$ cat config.mk
export PLATFORM = sky130hd
export DESIGN_NAME = sensor_to_seven_segment_thermometer_core
export DESIGN_NICKNAME = d
export VERILOG_FILES = /design/src/hdl/stc_pkg.sv /design/src/hdl/stc_convert.sv /design/src/hdl/sensor_to_seven_segment_thermometer_core.sv
export SDC_FILE = /design/constraint.sdc
export NUM_CORES = 1
export LEC_CHECK = 0
export BUFFER_PORTS_ARGS = -buffer_cell sky130_fd_sc_hd__buf_2
export CAP_MARGIN = 25
export CORE_ASPECT_RATIO = 0.75
export CORE_MARGIN = 5
export CORE_UTILIZATION = 40
export DETAILED_ROUTE_END_ITERATION = 10
export PLACE_DENSITY = 0.53
export SYNTH_ARGS = -nofsm -noshare
export SYNTH_HDL_FRONTEND = slang
export SYNTH_SLANG_ARGS = --single-unit
$ cat constraint.sdc
create_clock -name clk -period 20.9 [get_ports clk]
set_clock_uncertainty 0.05 [all_clocks]
set_input_delay 3.135 -clock clk [delete_from_list [all_inputs] [get_ports clk]]
set_output_delay 3.135 -clock clk [all_outputs]
set_load 0.05 [all_outputs]
$ cat src/hdl/stc_pkg.sv
// stc_pkg: shared constants, types and segment lookup for the thermometer core
// no dependencies; imported by stc_convert, stc_checker and the top level
package stc_pkg;

  // valid sensor count range is 0..SensorMax
  localparam int SensorMax = 28800;
  localparam int COffset   = -450;
  localparam int FOffset   = 320;

  // segment patterns for the error display
  localparam logic [6:0] SegE = 7'b0110111;
  localparam logic [6:0] SegR = 7'b1011111;

  // bit positions inside the display word
  localparam int DigitW      = 7;
  localparam int WordW       = 30;
  localparam int MinusLowBit = 16;
  localparam int MinusHiBit  = 23;
  localparam int CBit        = 28;
  localparam int FBit        = 29;

  // reciprocal constants for constant division
  localparam int Recip5Mul    = 6554;   // >> 15 gives x/5 for x < 4096
  localparam int Recip5Shift  = 15;
  localparam int Recip10Mul   = 6554;   // >> 16 gives x/10 for x < 1638
  localparam int Recip10Shift = 16;
  localparam int Recip100Mul  = 5243;   // >> 19 gives x/100 for x < 2048
  localparam int Recip100Shift = 19;

  // temperature in tenths of a degree, after conversion: -490..1130
  localparam int TempW = 12;

  // control flags that travel with a beat through the conversion stages
  typedef struct packed {
    logic valid;
    logic err;
    logic fahr;
  } conv_ctl_t;

  // decimal digit to seven-segment pattern
  function automatic logic [6:0] seg_digit(input logic [3:0] d);
    logic [6:0] s;
    case (d)
      4'd0:    s = 7'b1111011;
      4'd1:    s = 7'b1001000;
      4'd2:    s = 7'b0111101;
      4'd3:    s = 7'b1101101;
      4'd4:    s = 7'b1001110;
      4'd5:    s = 7'b1100111;
      4'd6:    s = 7'b1110111;
      4'd7:    s = 7'b1001001;
      4'd8:    s = 7'b1111111;
      4'd9:    s = 7'b1101111;
      default: s = 7'b0000000;
    endcase
    return s;
  endfunction

endpackage

$ cat src/hdl/stc_convert.sv
// stc_convert: range check, rounding, offset and optional Fahrenheit conversion
// two register stages; depends on stc_pkg
module stc_convert
  import stc_pkg::*;
(
  input  logic                    clk,
  input  logic                    rst,
  input  logic                    in_valid,
  input  logic signed [15:0]      reading,
  input  logic [7:0]              status,
  output conv_ctl_t               ctl,
  output logic signed [TempW-1:0] temp
);

  // stage a: validity, round half up, offset, times nine in F mode
  logic              a_err_next;
  logic [9:0]        a_round;
  logic signed [10:0] a_cel;
  logic signed [12:0] a_prod_next;
  conv_ctl_t         a_ctl;
  logic signed [12:0] a_prod;

  always_comb begin
    a_err_next = reading[15] || (reading > 16'sd28800) || status[2];
    a_round    = 10'((17'(unsigned'(reading)) + 17'd16) >> 5);
    a_cel      = $signed({1'b0, a_round}) + 11'(COffset);
    if (status[5]) begin
      a_prod_next = 13'(a_cel) * 13'sd9;
    end else begin
      a_prod_next = 13'(a_cel);
    end
  end

  always_ff @(posedge clk) begin
    if (rst) begin
      a_ctl.valid <= 1'b0;
    end else begin
      a_ctl.valid <= in_valid;
    end
    a_ctl.err  <= a_err_next;
    a_ctl.fahr <= status[5];
    a_prod     <= a_prod_next;
  end

  // stage b: in F mode divide by five toward zero on the magnitude and add the F offset; in C mode pass through
  logic        b_neg;
  logic [11:0] b_mag;
  logic [24:0] b_scaled;
  logic [9:0]  b_quot;
  logic signed [TempW-1:0] b_div;
  logic signed [TempW-1:0] temp_next;

  always_comb begin
    b_neg    = a_prod[12];
    b_mag    = b_neg ? 12'(-a_prod) : 12'(a_prod);
    b_scaled = 25'(b_mag) * 25'(Recip5Mul);
    b_quot   = 10'(b_scaled >> Recip5Shift);
    b_div    = b_neg ? -$signed({2'b00, b_quot}) : $signed({2'b00, b_quot});
    if (a_ctl.fahr) begin
      temp_next = b_div + TempW'(FOffset);
    end else begin
      temp_next = TempW'(a_prod);
    end
  end

  always_ff @(posedge clk) begin
    if (rst) begin
      ctl.valid <= 1'b0;
    end else begin
      ctl.valid <= a_ctl.valid;
    end
    ctl.err  <= a_ctl.err;
    ctl.fahr <= a_ctl.fahr;
    temp     <= temp_next;
  end

endmodule

$ cat src/hdl/sensor_to_seven_segment_thermometer_core.sv
// sensor_to_seven_segment_thermometer_core: top level of the display core
// holds the input and result registers and the digit encoder; uses stc_pkg, stc_convert
//
// Usage: drive sensor_reading and status_bits with start high for one cycle per beat.
// A beat is taken at each rising edge with start high and busy low; busy is always low,
// so a new reading can be taken in every cycle and the sustained rate is one per cycle.
// Each beat yields exactly one result: display_word and error_flag are valid for the
// single cycle in which done is high, and the receiver takes it at the end of that
// cycle. The receiver cannot stall the block.
// Path: a beat passes the input register, two conversion stages and the result register,
// and done rises with its result.
// Results leave in the order readings came.
// A reading below 0 or above 28800, or status bit 2 set, shows ERR with error_flag set.
// Otherwise the value is shown in tenths of a degree, C or F by status bit 5.
// Reset (rst, synchronous) clears all valid bits; no beat in flight survives it.
module sensor_to_seven_segment_thermometer_core
  import stc_pkg::*;
(
  input  logic               clk,
  input  logic               rst,
  input  logic               start,
  output logic               busy,
  input  logic signed [15:0] sensor_reading,
  input  logic [7:0]         status_bits,
  output logic               done,
  output logic [WordW-1:0]   display_word,
  output logic               error_flag
);

  // block never holds off a beat
  assign busy = 1'b0;

  // input register
  logic              in_valid;
  logic signed [15:0] in_reading;
  logic [7:0]        in_status;

  always_ff @(posedge clk) begin
    if (rst) begin
      in_valid <= 1'b0;
    end else begin
      in_valid <= start && !busy;
    end
    in_reading <= sensor_reading;
    in_status  <= status_bits;
  end

  // conversion stages
  conv_ctl_t               cv_ctl;
  logic signed [TempW-1:0] cv_temp;

  stc_convert u_convert (
    .clk      (clk),
    .rst      (rst),
    .in_valid (in_valid),
    .reading  (in_reading),
    .status   (in_status),
    .ctl      (cv_ctl),
    .temp     (cv_temp)
  );

  // digit split by reciprocal multiplies
  logic        neg;
  logic [10:0] mag;
  logic [26:0] q1_prod;
  logic [22:0] q2_prod;
  logic [6:0]  q1;
  logic [3:0]  tens;
  logic [3:0]  tenths;
  logic [3:0]  ones;

  always_comb begin
    neg     = cv_temp[TempW-1];
    mag     = neg ? 11'(-cv_temp) : 11'(cv_temp);
    q1_prod = 27'(mag) * 27'(Recip10Mul);
    q2_prod = 23'(mag) * 23'(Recip100Mul);
    q1      = 7'(q1_prod >> Recip10Shift);
    tens    = 4'(q2_prod >> Recip100Shift);
    tenths  = 4'(mag - 11'({q1, 3'b000}) - 11'({q1, 1'b0}));
    ones    = 4'(q1 - 7'({tens, 3'b000}) - 7'({tens, 1'b0}));
  end

  // segment word assembly
  logic [WordW-1:0] word_next;
  logic [3:0]       tens_low;

  always_comb begin
    tens_low  = (tens >= 4'd10) ? 4'(tens - 4'd10) : tens;
    word_next = '0;
    if (cv_ctl.err) begin
      word_next[3*DigitW +: DigitW] = SegE;
      word_next[2*DigitW +: DigitW] = SegR;
      word_next[1*DigitW +: DigitW] = SegR;
    end else begin
      word_next[cv_ctl.fahr ? FBit : CBit] = 1'b1;
      word_next[0 +: DigitW]      = seg_digit(tenths);
      word_next[DigitW +: DigitW] = seg_digit(ones);
      if (tens != 4'd0) begin
        word_next[2*DigitW +: DigitW] = seg_digit(tens_low);
        if (tens >= 4'd10) begin
          word_next[3*DigitW +: DigitW] = seg_digit(4'd1);
        end else if (neg) begin
          word_next[MinusHiBit] = 1'b1;
        end
      end else if (neg) begin
        word_next[MinusLowBit] = 1'b1;
      end
    end
  end

  // result register
  always_ff @(posedge clk) begin
    if (rst) begin
      done <= 1'b0;
    end else begin
      done <= cv_ctl.valid;
    end
    display_word <= word_next;
    error_flag   <= cv_ctl.err;
  end

endmodule

Word-level counts from Yosys, hierarchy flattened:

Memories as Yosys holds them, arrays and structs flattened. A register that Yosys moved wholly into a read port is not among the register bits.
Index checks and enable logic that the tools add are counted.

* reduce and logical (&&, ||, !) cells: 4
* order comparisons: 4
* bitwise operators: 0
* shift-type cells: 0
* equality and inequality tests: 0
* multipliers: 4
* divide/modulo/power cells: 0
* muxes and demuxes: 17
* add/sub/neg operators: 11

Operator list (number)
* two-way mux 12 bit: 3
* multiplier 12 x 12 -> 24 bit (second input constant): 1
* multiplier 11 x 13 -> 23 bit (second input constant): 1
* two-way mux 11 bit: 2
* multiplier 11 x 12 -> 19 bit (second input constant): 1
* greater-than comparator 16 bit (second input constant): 1
* subtractor 4 bit: 4
* adder 15 x 5 -> 15 bit (second input constant): 1
* multiplier 11 x 5 -> 13 bit (second input constant): 1
* two-way mux 13 bit: 1
* adder 12 x 10 -> 12 bit (second input constant): 1
* negator 10 -> 12 bit: 1
* negator 12 bit: 1
* adder 11 x 10 -> 11 bit (second input constant): 1
* negator 11 bit: 1
* two-way mux 4 bit: 2
* < comparator 5 x 6 -> 1 bit (second input constant): 1
* two-way mux 1 bit: 6
* demux 1 bit (select 5 bit): 1
* greater-or-equal comparator 5 x 1 -> 1 bit (second input constant): 1
* greater-or-equal comparator 4 bit (second input constant): 1
* two-way mux 2 bit: 2
* nonzero test 4 bit: 1
* subtractor 4 bit (second input constant): 1
* other kinds (2): 3

* logic and storage cells: 57
* register bits after elaboration: 86
* memory bits (writable): 0
* latch bits: 0
* memory bits (read-only): 336
* bits of input ports: 27
* memories: 3
* output and inout bits: 33

Memories
* (no name shown): words 16, bits a word 7, rd ports 1, clocked after memory_dff 1, write ports 0, RTL line stc_pkg.sv:43 `case (d)`
* (no name shown): words 16, bits a word 7, rd ports 1, clocked after memory_dff 1, write ports 0, RTL line stc_pkg.sv:43
* (no name shown): words 16, bits a word 7, rd ports 1, clocked after memory_dff 0, write ports 0, RTL line stc_pkg.sv:43

Logic depth before layout (Yosys ltp):

Gate-level depths: netlist of the first run.

* word-level depth: 8
* mapped depth: 31
* depth with buffers taken out: 31

By module:

A second synthesis of the first run with hierarchy kept.

* cells, all modules: 1234
* area, all modules: 11553.6 um^2

Modules (own cells, without submodules)
* sensor_to_seven_segment_thermometer_core: cells an instance 638, instances 1, area an instance 6242.2 um^2, sequential area each 1061.0 um^2
* stc_convert: cells an instance 596, instances 1, area an instance 5311.3 um^2, sequential area each 620.6 um^2

Least setup slack after synthesis of the first run:

OpenSTA, ideal clock, no wires.

* kind: flip-flop to flip-flop
* start: reg u_convert.temp[3]
* end: reg display_word[13]
* period minus slack after synthesis: 8.361 ns
* data required time: 20.718 ns
* setup time: 0.132 ns
* path slack: 12.539 ns
* arrival time: 8.179 ns
* cell stages (with the launch flop): 31
* buffers on the path: 0
* cell sequence: dfxtp_1 -> or4_4 -> or4_1 -> o21ai_0 -> xnor2_1 -> inv_1 -> ha_1 -> inv_1 -> ha_1 -> or2_2 -> ha_1 -> inv_1 -> fa_1 -> inv_1 -> fa_1 -> fa_1 -> ha_1 -> nand2_1 -> nand3_1 -> a211o_1 -> o21ai_0 -> a21boi_0 -> or3_1 -> and2_1 -> ha_1 -> inv_1 -> a2111oi_0 -> mux2_2 -> a211oi_4 -> mux2i_1 -> nor3_1

* cells in the longest elaborated chain, start to end: 5
* elaborated cells between the ends (all ways): 6
* classes of those cells: add/sub: 3; mul: 2; mux: 1

Ends and longest elaborated chain
* from (decl): RTL line stc_convert.sv:12 `output logic signed [TempW-1:0] temp`
* from (signal assigned): RTL line stc_convert.sv:74 `temp <= temp_next;`
* negator 11 bit: RTL line sensor_to_seven_segment_thermometer_core.sv:74 `mag = neg ? 11'(-cv_temp) : 11'(cv_temp);`
* two-way mux 11 bit (*): RTL line sensor_to_seven_segment_thermometer_core.sv:74
* multiplier 11 x 13 -> 23 bit / multiplier 11 x 12 -> 19 bit (equally long branches): RTL line sensor_to_seven_segment_thermometer_core.sv:76, sensor_to_seven_segment_thermometer_core.sv:75
* subtractor 4 bit: RTL line sensor_to_seven_segment_thermometer_core.sv:80 `ones = 4'(q1 - 7'({tens, 3'b000}) - 7'({tens, 1'b0}));`
* subtractor 4 bit (*): RTL line sensor_to_seven_segment_thermometer_core.sv:80
* to (decl): RTL line sensor_to_seven_segment_thermometer_core.sv:26 `output logic [WordW-1:0] display_word,`

Mark *: on every way between the ends. The rest lies on a longest branch, timed or not.
A chain may end at the register's enable or synchronous reset.

Final worst setup path of the first run:

* start: reg u_convert.temp[0]
* end: reg display_word[9]

The elaborated chain is that of the path after synthesis.

==> run summary, run 1 <==
status: finished, final reports clean
crit-path most repeated cell: inv_1
ratio of cells with drive above 1 in the final layout: 7.53%
Worst path max stage delay: 0.75 ns
Hold Vio Cnt, Final: 0
predominant post-synthesis flop cell: dfxtp_1
met1 Usage GRT: 26.4%
top post-synthesis cells by area: ha_1 (27%), fa_1 (19%), dfxtp_1 (14%), inv_1 (8.3%), xnor2_1 (4.1%)
Max FO, Critical Path: 10
worst-margin pin slew: 1.02 ns
residual DRC count: 0
clock buffer count from CTS: 9
post-route ant nets: 0
synth cell count leaders: inv_1 (248), ha_1 (245), fa_1 (104), dfxtp_1 (78), a21oi_1 (58)
DR vias/cell: 4.98
register area share after synthesis: 13.9%
Max Clock Freq: 100 MHz
Synth top area share: 27.3%
Mapped Cells: 1224
Clk pin slew, worst setup/hold paths: 0.06 ns
initial antenna violation count: 0
worst min-delay path startpoint: u_convert.a_ctl[1]$_DFF_P_
Layout Nets: 1646
syn_nets: 1600
Post-synth EDFFs: 0
core area: 0.0279 sq mm
Post-Place Cells: 1616
Post-CTS Setup Inserts: 0
Synth area leader: ha_1
Final min period: 9.98 ns
Starting DRT DRC Count: 407
Final Instance Area: 0.0122 sq mm
non-filler cells, final: 1632
port bufs: 52
Hold-fix buffers, CTS: 0
global-route wire length before repair: 41.9 mm
Max Slew Vio Count: 0
Filler Cell Count: 2807
Vias: 8130
syn_area_per_cell: 9.18 sq um
overall routing resource usage: 16.2%
die area: 0.0316 sq mm
Ys Warns: 0
post-synth cell types: 72
Initial Util: 40.3%
setup_tns: 0 ns
CP endpoint kind: flip-flop
Final setup viols: 0
setup slack after layout: 10.92 ns
# IOs: 60
post-place setup slack: 11.00 ns
Chip Height: 155 microns
Clk Latency, worst-skew pair: 0.34 ns
H-tree levels: 3
unrepaired setup endpoints after global routing: no
worst setup path category: flip-flop to flip-flop
relative slew slack: 30.5%
largest net degree at the start of global routing: 34
post-cts sizing count: 0
area growth from synthesis to layout: 8.56%
worst setup path startpoint: u_convert.temp[0]$_DFF_P_
dpl hpwl: 21.6 mm
startpoint types: flip-flop
Final Cycle Share: 47.7%
GPL Wtd Cong: 0.846
Max Cap Violations: 0
n_diodes: 0
Syn Std Cell Area: 0.0112 sq mm
Bufs on Longest Clock Path: 2
FF+latch count, synth: 78
RR Startpoint: u_convert.temp[0]$_DFF_P_
WL/cell: 15.2 microns
DRT Wirelength: 24.8 mm
Num Clock Sinks: 78
CTS tree: yes
min-delay worst type: flip-flop to flip-flop
Area after DPL: 0.0119 sq mm
vias in the first global route: 8259
Slowest-stage cell, CP: dfxtp_1
GR met3 Demand/Resource: 1.96%
DIE WIDTH: 204 microns
CP required: 21.05 ns
count leader, synth: inv_1
GRT busiest layer: met1
total iterations of the first detailed-routing run: 5
WP data arrival: 10.13 ns
FP Rows: 53
GRT overflow: 0
met2 usage: 23.1%
Clock Tree Root: clkbuf_16
Post-synth ARST share: 0%
path summary, 6_finish.rpt:
check	endpoint	slack, ns	depth (start not counted)
max	display_word[9]$_SDFF_PP1_	10.92	29
max reg2reg	display_word[9]$_SDFF_PP1_	10.92	29
min reg2reg	u_convert.ctl[1]$_DFF_P_	0.28	0
min	u_convert.ctl[1]$_DFF_P_	0.28	0
layout by cell type (no fill, tap or decap), drive strengths merged, types with 4 or more instances in the layout:
master	count
dfxtp	78
nor4	6
or3	5
xor2	38
nand4	7
fa	104
nor2b	11
and3	7
o211ai	7
a21o	21
o21a	6
and2	9
nand3	19
nand2	50
o31ai	8
or2	7
clkbuf	10
or4	4
o21bai	8
a21oi	59
o41ai	8
ha	245
a31oi	6
nand2b	9
o21ai	43
inv	249
buf	58
xnor2	53
mux2	9
nor2	44
mux2i	7
nor3	15
a211oi	10
a41oi	4
routing by layer:
| metal | wire length (microns) | part of all wire (%) |
|---|---|---|
| met1 | 14200 | 57 |
| met2 | 9600 | 39 |
| met3 | 823 | 3.3 |
| met4 | 190 | 0.77 |
| met5 | 0 | 0 |
state kept, by name, indices dropped and copies added, names as in the netlist:
name / flops
u_convert.a_ctl: 3
in_reading: 16
u_convert.ctl: 3
error_flag: 1
u_convert.a_prod: 13
display_word: 26
u_convert.temp: 12
in_valid: 1
in_status: 2
done: 1
critical path, delay by kind of cell, from the launching register on:
kind | cells | cell delay [ns]
flops | 1 | 0.75
simple gates | 2 | 0.43
fa+ha+maj | 8 | 3.27
xor+xnor | 1 | 0.70
buf+inv | 7 | 0.83
compound gates | 9 | 2.90
mux | 2 | 0.90
layout make-up:
cell class / instances / area, sq um / share of cell area (%)
Multi-Input combinational cell: 875 / 8630 / 70.7
Sequential cell: 78 / 1560 / 12.8
Inverter: 248 / 931 / 7.63
Tap cell: 357 / 447 / 3.66
Timing Repair Buffer: 58 / 305 / 2.50
Clock buffer: 10 / 229 / 1.88
Clock inverter: 6 / 95.1 / 0.780
cell families after synthesis:
group	Yosys count	share of synthesized area [%]
XOR/XNOR	92	7.43
flip-flops	78	13.9
AND/OR/NAND/NOR	206	9.36
other	1	0.0334
AO/OA/AOI/OAI	211	12.6
buffers and inverters	271	9.30
multiplexers	16	1.56
adder cells (fa/ha/maj)	349	45.8
through the flow:
step	hold WS, ns	utilization [%]
after detailed placement	0.265	42.6
after CTS	0.280	43.8
final	0.277	43.8
after global placement	0.262	42.6
after global routing	0.286	43.8
after floorplan	0.260	-
Power of run 1 is not shown: default switching activity piles up to over one toggle a cycle in this logic, so the estimate is an artifact.
==> run 2, diff against run 1 <==
clock period = 10.1 ns   (was 20.9 ns; I/O delays follow)
==> run summary, run 2 (synthesis gave the netlist of run 1 again) <==
n_diodes: 0 (unchanged)
Num Clock Sinks: 78 (unchanged)
CP required: 10.26 ns (-10.79 ns)
WP data arrival: 9.44 ns (-0.69 ns)
Final setup viols: 0 (unchanged)
overall routing resource usage: 16.5% (+0.28 points)
Largest register FFs: 26 (unchanged)
unrepaired setup endpoints after global routing: no
DIE WIDTH: 204 microns (unchanged)
Layout Nets: 1655 (+0.55%)
largest net degree at the start of global routing: 25 (-26%)
worst-margin pin slew: 0.911 ns (-0.105 ns)
total iterations of the first detailed-routing run: 5 (unchanged)
Clock Tree Root: clkbuf_16
Clk Latency, worst-skew pair: 0.34 ns (about the same)
DR vias/cell: 5.03 (+0.91%)
CTS tree: yes
# IOs: 60 (unchanged)
setup_tns: 0 ns (unchanged)
startpoint types: flip-flop
core area: 0.0279 sq mm (unchanged)
Post-Place Cells: 1624 (+0.50%)
min-delay worst type: flip-flop to flip-flop
H-tree levels: 3 (unchanged)
Max FO, Critical Path: 10 (unchanged)
Chip Height: 155 microns (unchanged)
Max Slew Vio Count: 0 (unchanged)
Slowest-stage cell, CP: or4_4
status: finished, final reports clean
Final min period: 9.29 ns (-0.693 ns)
dpl hpwl: 21.8 mm (+0.95%)
Final Cycle Share: 91.9% (+44 points)
GPL Wtd Cong: 0.835 (-1.3%)
relative slew slack: 38.6% (+8.1 points)
post-route ant nets: 0 (unchanged)
Max Clock Freq: 108 MHz (+7.5%)
FP Rows: 53 (unchanged)
DRT Wirelength: 25.0 mm (+0.81%)
port bufs: 52 (unchanged)
post-cts sizing count: 0 (unchanged)
clock buffer count from CTS: 9 (unchanged)
Vias: 8249 (+1.5%)
Clk pin slew, worst setup/hold paths: 0.07 ns (about the same)
Hold Vio Cnt, Final: 0 (unchanged)
Reg with most FFs: display_word
WL/cell: 15.2 microns (+0.25%)
ratio of cells with drive above 1 in the final layout: 8.18% (+0.65 points)
die area: 0.0316 sq mm (unchanged)
most frequent cells in the layout: inv_1 (248), ha_1 (245), fa_1 (104)
non-filler cells, final: 1641 (+0.55%)
commonest non-fill, non-tap cell in the layout: inv_1
Worst path max stage delay: 0.54 ns (-0.21 ns)
CP endpoint kind: flip-flop
initial antenna violation count: 0 (unchanged)
Bufs on Longest Clock Path: 2 (unchanged)
vias in the first global route: 8456 (+2.4%)
global-route wire length before repair: 42.7 mm (+1.9%)
Hold-fix buffers, CTS: 0 (unchanged)
worst setup path category: flip-flop to flip-flop
Largest regs: display_word x26, in_reading x16, u_convert.a_prod x13
Max Cap Violations: 0 (unchanged)
residual DRC count: 0 (unchanged)
Post-CTS Setup Inserts: 0 (unchanged)
Initial Util: 40.3% (unchanged)
GRT overflow: 0 (unchanged)
area growth from synthesis to layout: 9.32%
final core utilization: 44.1% (+0.31 points)
Starting DRT DRC Count: 488 (+20%)
## run 2: changes by cell type in the layout (fill, tap and decap cells not counted), sizes merged
cell          change
buf               +8
inv               +4
clkinvlp          -2
clkbuf            -1
clkinv            -1
dlymetal6s2s      +1
## run 2: area by class of cell
| type | instances | area (sq um) |
|---|---|---|
| Sequential cell | 78 | 1560 |
| Fill cell | 2803 | 15600 |
| Inverter | 248 | 931 |
| Timing Repair Buffer | 67 | 378 |
| Clock inverter | 7 | 111 |
| Multi-Input combinational cell | 875 | 8630 |
| Tap cell | 357 | 447 |
| Clock buffer | 9 | 225 |
## run 2: path summary, 6_finish.rpt
kind,cells past startpoint,start,slack [ns],end
min,0,u_convert.a_ctl[1]$_DFF_P_,0.28,u_convert.ctl[1]$_DFF_P_
min reg2reg,0,u_convert.a_ctl[1]$_DFF_P_,0.28,u_convert.ctl[1]$_DFF_P_
max,32,u_convert.temp[3]$_DFF_P_,0.81,display_word[9]$_SDFF_PP1_
max reg2reg,32,u_convert.temp[3]$_DFF_P_,0.81,display_word[9]$_SDFF_PP1_
## run 2: worst max-delay path, delay by kind of cell, from the launching register on
kind,cells,cell delay [ns]
adder cells (fa/ha/maj),8,3.05
AND/OR/NAND/NOR,8,2.31
AO/OA/AOI/OAI,6,1.64
multiplexers,2,0.91
buffers and inverters,7,0.70
flip-flops,1,0.34
XOR/XNOR,1,0.14
## run 2: per-layer routing
metal | up-vias | track usage (%) | routed length, microns
li1 | 4206 | - | -
met1 | 3895 | 26.5 | 14100
met2 | 134 | 23.8 | 9690
met3 | 14 | 2.60 | 1090
met4 | 0 | 2.02 | 136
met5 | - | 0 | 0
## run 2: stage by stage
stage	hold WS [ns]	instance area, sq um	setup slack [ns]
after detailed placement	0.266	11900	0.866
final	0.284	12300	0.814
after global routing	0.290	12300	0.156
after CTS	0.286	12300	0.820
after floorplan	0.260	11200	1.74
after global placement	0.265	11900	1.01
Power of run 2 is left out for the same reason.
